## src/rtl/assert_macros.svh

```systemverilog
// Assertion helpers used by the coalescer core
`ifndef ASSERT_MACROS_SVH
`define ASSERT_MACROS_SVH

// Check a condition at every clock edge outside reset
`define RGEC_ASSERT_ALWAYS(label, clk, rst_n, cond, msg) \
  label: assert property (@(posedge clk) disable iff (!rst_n) (cond)) else $error(msg);

// Check that a consequent holds in the cycle after its antecedent
`define RGEC_ASSERT_NEXT(label, clk, rst_n, ante, cons, msg) \
  label: assert property (@(posedge clk) disable iff (!rst_n) (ante) |=> (cons)) \
    else $error(msg);

// Check that a consequent holds in the same cycle as its antecedent
`define RGEC_ASSERT_SAME(label, clk, rst_n, ante, cons, msg) \
  label: assert property (@(posedge clk) disable iff (!rst_n) (ante) |-> (cons)) \
    else $error(msg);

`endif

```

## src/rtl/rgec_pkg.sv

```systemverilog
`timescale 1ns / 1ps
package rgec_pkg;

  localparam int unsigned OFF_W     = 22;
  localparam int unsigned LEN_W     = 23;
  localparam int unsigned GAP_CNT_W = 9;
  localparam int unsigned LIMIT_W   = 8;

  localparam longint CONTAINER_BYTES = 4194304;
  localparam longint LEN_MAX_VAL     = (64'd1 << LEN_W) - 1;
  localparam logic [LEN_W-1:0] LEN_CAP =
    LEN_W'(CONTAINER_BYTES < LEN_MAX_VAL ? CONTAINER_BYTES : LEN_MAX_VAL);

  localparam logic [GAP_CNT_W-1:0] GAP_CNT_MAX = {GAP_CNT_W{1'b1}};

  // Output queue geometry
  localparam int unsigned OQ_DEPTH = 4;
  localparam int unsigned OQ_AW    = 2;
  localparam int unsigned OQ_CNT_W = 3;

  typedef struct packed {
    logic [OFF_W-1:0] offset;
    logic [LEN_W-1:0] length;
    logic             needed;
    logic             last;
  } rgec_item_t;

  typedef struct packed {
    logic [OFF_W-1:0] ext_offset;
    logic [LEN_W-1:0] ext_length;
    logic [LEN_W-1:0] buf_offset;
    logic             ext_last;
  } rgec_result_t;

  typedef struct packed {
    logic ext_open;
    logic gap_pending;
  } rgec_status_t;

  // Byte sum that saturates at the container bound
  function automatic logic [LEN_W-1:0] sat_add(input logic [LEN_W-1:0] a,
                                               input logic [LEN_W-1:0] b);
    logic [LEN_W:0] s;
    s = {1'b0, a} + {1'b0, b};
    return (s > {1'b0, LEN_CAP}) ? LEN_CAP : s[LEN_W-1:0];
  endfunction

endpackage

```

## src/rtl/gap_filled_read_extent_coalescer_core.sv

```systemverilog
`timescale 1ns / 1ps
`include "assert_macros.svh"
// Read extent coalescer: takes one chunk metadata entry per cycle and turns
// runs of needed entries (bridging short unneeded gaps up to gap_limit) into
// read extents with a running destination offset. An accepted entry is held
// in an input register, merged into the extent state by a single
// add-and-compare step, and its zero, one or two results are pushed into a
// four-entry output queue. Throughput is one entry per cycle whenever the
// queue has room for two results, so a sink that stalls only throttles the
// input once that queue holds three or more extents. Write gap_limit only
// while idle.
module gap_filled_read_extent_coalescer_core (
  input  logic                         clk,
  input  logic                         rst_n,
  input  logic                         cfg_wr_en,
  input  logic [rgec_pkg::LIMIT_W-1:0] cfg_wr_data,
  input  logic                         in_valid,
  output logic                         in_ready,
  input  logic [rgec_pkg::OFF_W-1:0]   in_entry_offset,
  input  logic [rgec_pkg::LEN_W-1:0]   in_entry_length,
  input  logic                         in_needed,
  input  logic                         in_last_entry,
  output logic                         out_valid,
  input  logic                         out_ready,
  output logic [rgec_pkg::OFF_W-1:0]   out_extent_offset,
  output logic [rgec_pkg::LEN_W-1:0]   out_extent_length,
  output logic [rgec_pkg::LEN_W-1:0]   out_buffer_offset,
  output logic                         out_extent_last
);

  logic                          stg_v_r, stg_v_nxt;
  rgec_pkg::rgec_item_t          stg_item_r;
  logic                          in_fire, stg_fire, room2;
  logic                          res0_valid, res1_valid;
  rgec_pkg::rgec_result_t        res0, res1, head;
  rgec_pkg::rgec_status_t        status;
  logic [rgec_pkg::OQ_CNT_W-1:0] oq_count;

  // Move the staged entry on when the queue can take two results
  assign stg_fire  = stg_v_r & room2;
  assign in_ready  = ~stg_v_r | room2;
  assign in_fire   = in_valid & in_ready;
  assign stg_v_nxt = in_fire | (stg_v_r & ~stg_fire);

  // Hold the input register
  always_ff @(posedge clk) begin
    if (!rst_n) begin
      stg_v_r <= 1'b0;
    end else begin
      stg_v_r <= stg_v_nxt;
    end
  end

  always_ff @(posedge clk) begin
    if (in_fire) begin
      stg_item_r <= '{offset: in_entry_offset, length: in_entry_length,
                      needed: in_needed, last: in_last_entry};
    end
  end

  rgec_merge u_merge (
    .clk         (clk),
    .rst_n       (rst_n),
    .cfg_wr_en   (cfg_wr_en),
    .cfg_wr_data (cfg_wr_data),
    .item_fire   (stg_fire),
    .item        (stg_item_r),
    .res0_valid  (res0_valid),
    .res1_valid  (res1_valid),
    .res0        (res0),
    .res1        (res1),
    .status      (status)
  );

  rgec_outq u_outq (
    .clk       (clk),
    .rst_n     (rst_n),
    .push0     (res0_valid),
    .push1     (res1_valid),
    .din0      (res0),
    .din1      (res1),
    .pop       (out_valid & out_ready),
    .head      (head),
    .not_empty (out_valid),
    .room2     (room2),
    .count     (oq_count)
  );

  assign out_extent_offset = head.ext_offset;
  assign out_extent_length = head.ext_length;
  assign out_buffer_offset = head.buf_offset;
  assign out_extent_last   = head.ext_last;

  // Queue never overfills
  `RGEC_ASSERT_ALWAYS(a_oq_bound, clk, rst_n, oq_count <= rgec_pkg::OQ_CNT_W'(rgec_pkg::OQ_DEPTH), "output queue overflow")
  // A second result only follows a first, and always ends the list
  `RGEC_ASSERT_SAME(a_res1_last, clk, rst_n, res1_valid, res0_valid && res1.ext_last && !res0.ext_last, "bad second result")
  // The end of a list drops all extent and gap state
  `RGEC_ASSERT_NEXT(a_list_clear, clk, rst_n, stg_fire && stg_item_r.last, !status.ext_open && !status.gap_pending, "list state not cleared")
  // Every list end yields a final result
  `RGEC_ASSERT_SAME(a_last_emits, clk, rst_n, stg_fire && stg_item_r.last, res0_valid, "missing final extent")

endmodule

```

## src/rtl/rgec_merge.sv

```systemverilog
`timescale 1ns / 1ps
module rgec_merge (
  input  logic                         clk,
  input  logic                         rst_n,
  input  logic                         cfg_wr_en,
  input  logic [rgec_pkg::LIMIT_W-1:0] cfg_wr_data,
  input  logic                         item_fire,
  input  rgec_pkg::rgec_item_t         item,
  output logic                         res0_valid,
  output logic                         res1_valid,
  output rgec_pkg::rgec_result_t       res0,
  output rgec_pkg::rgec_result_t       res1,
  output rgec_pkg::rgec_status_t       status
);

  logic [rgec_pkg::LIMIT_W-1:0]   gap_limit_r;
  logic                           ext_open_r,  ext_open_nxt;
  logic [rgec_pkg::OFF_W-1:0]     ext_start_r, ext_start_nxt;
  logic [rgec_pkg::LEN_W-1:0]     ext_bytes_r, ext_bytes_nxt;
  logic [rgec_pkg::GAP_CNT_W-1:0] gap_cnt_r,   gap_cnt_nxt;
  logic [rgec_pkg::LEN_W-1:0]     gap_bytes_r, gap_bytes_nxt;
  logic [rgec_pkg::OFF_W-1:0]     gap_start_r, gap_start_nxt;
  logic [rgec_pkg::LEN_W-1:0]     dest_r,      dest_nxt;

  logic [rgec_pkg::LEN_W-1:0] len;
  logic [rgec_pkg::LEN_W-1:0] base_bytes;
  logic [rgec_pkg::LEN_W-1:0] gap_base;
  logic                       short_gap;

  // Hold the gap limit register
  always_ff @(posedge clk) begin
    if (!rst_n) begin
      gap_limit_r <= '0;
    end else if (cfg_wr_en) begin
      gap_limit_r <= cfg_wr_data;
    end
  end

  // Update the running extent and gap for one entry
  always_comb begin
    len = (item.length > rgec_pkg::LEN_CAP) ? rgec_pkg::LEN_CAP : item.length;
    short_gap = (gap_cnt_r != '0) &&
                (gap_cnt_r <= {{(rgec_pkg::GAP_CNT_W-rgec_pkg::LIMIT_W){1'b0}}, gap_limit_r});
    base_bytes = ext_open_r ? rgec_pkg::sat_add(ext_bytes_r, gap_bytes_r) : gap_bytes_r;
    gap_base   = (gap_cnt_r == '0) ? '0 : gap_bytes_r;

    ext_open_nxt  = ext_open_r;
    ext_start_nxt = ext_start_r;
    ext_bytes_nxt = ext_bytes_r;
    gap_cnt_nxt   = gap_cnt_r;
    gap_bytes_nxt = gap_bytes_r;
    gap_start_nxt = gap_start_r;
    dest_nxt      = dest_r;
    res0_valid    = 1'b0;
    res1_valid    = 1'b0;
    res0          = '0;
    res1          = '0;

    if (item_fire) begin
      if (item.needed) begin
        if (short_gap) begin
          // Read through the short gap
          ext_open_nxt  = 1'b1;
          ext_start_nxt = ext_open_r ? ext_start_r : gap_start_r;
          ext_bytes_nxt = rgec_pkg::sat_add(base_bytes, len);
        end else if (ext_open_r && (gap_cnt_r != '0)) begin
          // Gap too long: close the held extent, open a new one here
          res0_valid    = 1'b1;
          res0          = '{ext_offset: ext_start_r, ext_length: ext_bytes_r,
                            buf_offset: dest_r, ext_last: 1'b0};
          dest_nxt      = rgec_pkg::sat_add(dest_r, ext_bytes_r);
          ext_start_nxt = item.offset;
          ext_bytes_nxt = len;
        end else if (ext_open_r) begin
          ext_bytes_nxt = rgec_pkg::sat_add(ext_bytes_r, len);
        end else begin
          ext_open_nxt  = 1'b1;
          ext_start_nxt = item.offset;
          ext_bytes_nxt = len;
        end
        gap_cnt_nxt   = '0;
        gap_bytes_nxt = '0;
      end else begin
        // Extend the pending gap
        if (gap_cnt_r == '0) begin
          gap_start_nxt = item.offset;
        end
        if (gap_cnt_r != rgec_pkg::GAP_CNT_MAX) begin
          gap_cnt_nxt = gap_cnt_r + 1'b1;
        end
        gap_bytes_nxt = rgec_pkg::sat_add(gap_base, len);
      end

      if (item.last) begin
        // Emit the final extent and drop all list state
        if (res0_valid) begin
          res1_valid = 1'b1;
          res1 = '{ext_offset: ext_start_nxt, ext_length: ext_bytes_nxt,
                   buf_offset: dest_nxt, ext_last: 1'b1};
        end else begin
          res0_valid = 1'b1;
          res0 = '{ext_offset: ext_open_nxt ? ext_start_nxt : '0,
                   ext_length: ext_open_nxt ? ext_bytes_nxt : '0,
                   buf_offset: dest_nxt, ext_last: 1'b1};
        end
        ext_open_nxt  = 1'b0;
        ext_start_nxt = '0;
        ext_bytes_nxt = '0;
        gap_cnt_nxt   = '0;
        gap_bytes_nxt = '0;
        gap_start_nxt = '0;
        dest_nxt      = '0;
      end
    end
  end

  // Advance the list state
  always_ff @(posedge clk) begin
    if (!rst_n) begin
      ext_open_r  <= 1'b0;
      ext_start_r <= '0;
      ext_bytes_r <= '0;
      gap_cnt_r   <= '0;
      gap_bytes_r <= '0;
      gap_start_r <= '0;
      dest_r      <= '0;
    end else begin
      ext_open_r  <= ext_open_nxt;
      ext_start_r <= ext_start_nxt;
      ext_bytes_r <= ext_bytes_nxt;
      gap_cnt_r   <= gap_cnt_nxt;
      gap_bytes_r <= gap_bytes_nxt;
      gap_start_r <= gap_start_nxt;
      dest_r      <= dest_nxt;
    end
  end

  assign status = '{ext_open: ext_open_r, gap_pending: (gap_cnt_r != '0)};

endmodule

```

## src/rtl/rgec_outq.sv

```systemverilog
`timescale 1ns / 1ps
module rgec_outq (
  input  logic                          clk,
  input  logic                          rst_n,
  input  logic                          push0,
  input  logic                          push1,
  input  rgec_pkg::rgec_result_t        din0,
  input  rgec_pkg::rgec_result_t        din1,
  input  logic                          pop,
  output rgec_pkg::rgec_result_t        head,
  output logic                          not_empty,
  output logic                          room2,
  output logic [rgec_pkg::OQ_CNT_W-1:0] count
);

  rgec_pkg::rgec_result_t mem_r [rgec_pkg::OQ_DEPTH];

  logic [rgec_pkg::OQ_AW-1:0]    wr_ptr_r, wr_ptr_nxt;
  logic [rgec_pkg::OQ_AW-1:0]    rd_ptr_r, rd_ptr_nxt;
  logic [rgec_pkg::OQ_CNT_W-1:0] cnt_r,    cnt_nxt;
  logic [rgec_pkg::OQ_AW-1:0]    wr_ptr_p1;

  // Compute pointer and fill updates
  always_comb begin
    wr_ptr_p1  = wr_ptr_r + 1'b1;
    wr_ptr_nxt = wr_ptr_r + rgec_pkg::OQ_AW'(push0) + rgec_pkg::OQ_AW'(push1);
    rd_ptr_nxt = rd_ptr_r + rgec_pkg::OQ_AW'(pop);
    cnt_nxt    = cnt_r + rgec_pkg::OQ_CNT_W'(push0) + rgec_pkg::OQ_CNT_W'(push1)
                 - rgec_pkg::OQ_CNT_W'(pop);
  end

  // Store pushed results
  always_ff @(posedge clk) begin
    if (push0) begin
      mem_r[wr_ptr_r] <= din0;
    end
    if (push1) begin
      mem_r[wr_ptr_p1] <= din1;
    end
  end

  // Advance pointers and fill count
  always_ff @(posedge clk) begin
    if (!rst_n) begin
      wr_ptr_r <= '0;
      rd_ptr_r <= '0;
      cnt_r    <= '0;
    end else begin
      wr_ptr_r <= wr_ptr_nxt;
      rd_ptr_r <= rd_ptr_nxt;
      cnt_r    <= cnt_nxt;
    end
  end

  assign head      = mem_r[rd_ptr_r];
  assign not_empty = (cnt_r != '0);
  assign room2     = (cnt_r <= rgec_pkg::OQ_CNT_W'(rgec_pkg::OQ_DEPTH - 2));
  assign count     = cnt_r;

endmodule
```

## config.mk

```make
export PLATFORM = sky130hd
export DESIGN_NAME = gap_filled_read_extent_coalescer_core
export DESIGN_NICKNAME = d
export VERILOG_FILES = /design/src/rtl/rgec_pkg.sv /design/src/rtl/gap_filled_read_extent_coalescer_core.sv /design/src/rtl/rgec_merge.sv /design/src/rtl/rgec_outq.sv
export VERILOG_INCLUDE_DIRS = /design/src /design/src/rtl
export SDC_FILE = /design/constraint.sdc
export NUM_CORES = 1
export LEC_CHECK = 0
export BUFFER_PORTS_ARGS = -buffer_cell sky130_fd_sc_hd__buf_4
export CORE_ASPECT_RATIO = 1.2
export CORE_MARGIN = 2
export CORE_UTILIZATION = 58
export CTS_BUF_LIST = sky130_fd_sc_hd__clkbuf_8
export DETAILED_ROUTE_END_ITERATION = 10
export PLACE_DENSITY = 0.78
export SLEW_MARGIN = 25
export SYNTH_ARGS = -nofsm -noshare
export SYNTH_HDL_FRONTEND = slang
export SYNTH_SLANG_ARGS = --single-unit
```

## constraint.sdc

```tcl
create_clock -name clk -period 9.3 [get_ports clk]
set_input_delay 1.395 -clock clk [delete_from_list [all_inputs] [get_ports clk]]
set_output_delay 1.395 -clock clk [all_outputs]
set_load 0.02 [all_outputs]
```

==> flow_summary.ini <==
[outcome]
outcome = finished, final reports clean

[die]
die_w_um = 203
core_area_um2 = 47000
die_y_um = 243
fp-row-count = 87
initial_core_util_pct = 58.8
die_area_um2 = 49500
pin_count = 131

[layout]
area_delta_synth_final_pct = 10.9
fill_cells = 3688
multi_input_area_um2 = 14500
seq_area_um2 = 12500
drive_above_1_share_pct = 14.0
layout.nets = 3057

[worst_hold_path]
hold_class = reg -> reg

[power]
switching_share_pct = 32.2
intPower_mw = 3.70
p_sw_mw = 1.76
p_per_area_nw_per_um2 = 178
comb_power_share_pct = 25.7
ir_drop_mv = 0.107
leakage_nw = 11.2
sequentialPowerShare_pct = 43.7
clockPowerShare_pct = 30.6

[clocking]
cts_tree = built
htreeDepth = 3
clkLatencyLatePin_ns = 0.66
hold_buffers = 0
clock-sinks = 462
numCtsBuffers = 74
cts-root-buf = clkbuf_8
cts.path.max_buffers = 3
path_clk_slew_ns = 0.08
cts_resized = 0
cts_setup_buffers = 0

[timing]
skew_ns = 0.0312
max_slew_margin_pct = 24.2
fin_crit_sh_pct = 81.6
timing.setup.tns_ns = 0
rsz0062_at_grt = false
holdWs_ns = 0.508
hold_viol_final = 0
drv_slew = 0
setup_violations = 0
min_period_ns = 7.59
fmax_ghz = 0.132
worst_pin_slew_ns = 1.13
fin_ws_ns = 1.71

[detailed_routing]
drt_first_pass_iters = 6
postRouteAntennaNets = 0
drt-wirelength-per-cell_um = 23.7
drc_errors = 0
via_per_inst = 6.70
drt-total-wl_um = 83800
drtIter0Drc = 2266
vias = 23719

[global_routing]
use_met3_pct = 5.28
grt_usage_pct = 33.6
grt-busiest-layer = met2
grt_pass1_vias = 23120
grt_pass1_wl_um = 128000
grt.overflow.total = 0
grt_use_met2_pct = 55.5
grt.met1_usage_pct = 42.9
grt_max_degree = 82
antenna_found_initial = 0

[setup_path]
crit_required_ns = 9.78
end_kind = flop
crit_type = reg -> reg
arrival_ns = 8.07
cp_max_fo = 23
crit_path_start_kind = flop

[synth]
synthMuxAreaShare_pct = 6.99
synth_area_leaders = edfxtp_1 (35%), dfxtp_1 (10%), ha_1 (5.8%)
ys.flop_type = edfxtp_1
synth_top_family_by_area = compound AO/OA/AOI/OAI gates
synthSimpleGateAreaFrac_pct = 14.4
yosysSeqAreaShare_pct = 45.1
synth-xor-area-share_pct = 2.82
yosys.cell_types.count = 84
yosysMostFrequentCell = nand2_1
synth-edff-count = 323
synth_common_cells = nand2_1 (364), edfxtp_1 (323), o21ai_0 (262)
synth_compound_gate_area_share_pct = 21.2
yosys.area_share.adder_pct = 6.41
synth_top_area_share_pct = 35.1
ys_ff_latch = 462
synth_cells = 2777
synthArstFlopShare_pct = 0
synth_nets = 2974
yosys_warnings = 0
yosysTopAreaCell = edfxtp_1
avgSynthCellArea_um2 = 9.96
syn_area_um2 = 27700

[placed_design]
post-place-ws_ns = 1.93
dp_hpwl_um = 59400
gp_congestion = 0.975
port_buffers = 130

[run]
cap_violations = 0
## area by class of cell
type | count | area share, %
clock buffers | 81 | 3.63
clock inverters | 53 | 0.905
repair buffers | 163 | 4.08
inverters | 68 | 0.832
well taps | 623 | 2.54
multi-input cells | 2091 | 47.3
flip-flops and latches | 462 | 40.7
diodes | 1 | 0.00816
## cells in the final DEF, fill, tap and decap left out, drive strengths merged, types with 26 or more instances in the layout
cell type / Yosys / layout
xnor2: 41 / 41
mux4: 69 / 69
and2: 69 / 69
xor2: 48 / 48
nor3: 26 / 26
nor2: 132 / 132
clkbuf: 135 / 81
a22o: 30 / 30
a21oi: 155 / 155
ha: 129 / 129
nand3: 44 / 44
edfxtp: 323 / 323
o21ai: 313 / 313
nor2b: 67 / 67
buf: 21 / 163
nand2: 364 / 364
inv: 68 / 98
a21o: 44 / 44
o22ai: 141 / 141
dfxtp: 139 / 139
a22oi: 33 / 33
## logic make-up (layout without fill, tap and decap cells)
kind of cell             count (synthesis)  count (layout)
AND/OR/NAND/NOR                        834             834
AO/OA/AOI/OAI                          927             927
buffers and inverters                  224             365
flip-flops                             462             462
multiplexers                           104             104
XOR/XNOR                                89              89
adder cells (fa/ha/maj)                137             137
other                                    0               1
## worst max-delay path, cell delays in order, from the launching register on
cell and delay (ns):
dfxtp_1 0.42, ha_1 0.27, fa_1 0.40, a21o_1 0.17, a21oi_1 0.21, nor2b_1 0.13
o2111a_1 0.32, o21ai_0 0.33, a211o_1 0.23, nand3_1 0.08, o311ai_0 0.09, or4_1 0.15
buf_4 0.25, o2bb2ai_1 0.10, ha_1 0.25, fa_1 0.48, a211oi_1 0.40, o211ai_1 0.26
a211oi_1 0.46, nor2_1 0.16, mux2_2 0.30, o311ai_0 0.33, nand4_1 0.19, o21ai_0 0.82
a222oi_1 0.34, o21ai_0 0.26
## through the flow
stage                     total power [mW]  instance area [µm²]  util, %  cells
after floorplan                       3.30                27700        -   2777
after global placement                3.78                29200     62.1   3405
after detailed placement              3.81                29200     62.2   3406
after CTS                             5.46                30600     65.2   3540
after global routing                  5.65                30700     65.2   3541
final                                 5.46                30700     65.3   3542
## sequential cells by signal (all words and copies together), names as in the netlist, 2 cells and up
signal,cells
u_merge.gap_cnt_r,9
u_merge.ext_bytes_r,23
u_merge.gap_start_r,22
u_outq.wr_ptr_r,2
u_merge.ext_start_r,22
u_outq.rd_ptr_r,2
u_outq.count,3
u_merge.dest_r,23
u_merge.gap_limit_r,8
stg_item_r,47
u_merge.gap_bytes_r,23
u_outq.mem_r,276
## metal layers
metal  vias to the layer above  part of all wire [%]
li1                      10731                     -
met1                     11447                    38
met2                      1320                    48
met3                       221                   9.4
met4                         0                   4.6
met5                         -                     0
## final timing paths
kind	cells past startpoint	slack (ns)	start	endpoint
min	1	0.51	u_merge.gap_bytes_r[7]	u_merge.gap_bytes_r[7]
max	25	1.71	u_merge.ext_bytes_r[0]	u_outq.mem_r[2][41]
min reg2reg	1	0.51	u_merge.gap_bytes_r[7]	u_merge.gap_bytes_r[7]
max reg2reg	25	1.71	u_merge.ext_bytes_r[0]	u_outq.mem_r[2][41]
## power by group through the flow
stage                     logic, mW  registers, mW  clock network (mW)
after floorplan               0.933           2.37                   0
after global placement         1.36           2.42                   0
after detailed placement       1.39           2.42                   0
after CTS                      1.39           2.38                1.69
after global routing           1.48           2.39                1.78
final                          1.40           2.38                1.67
(Power assumes the default switching activity.)
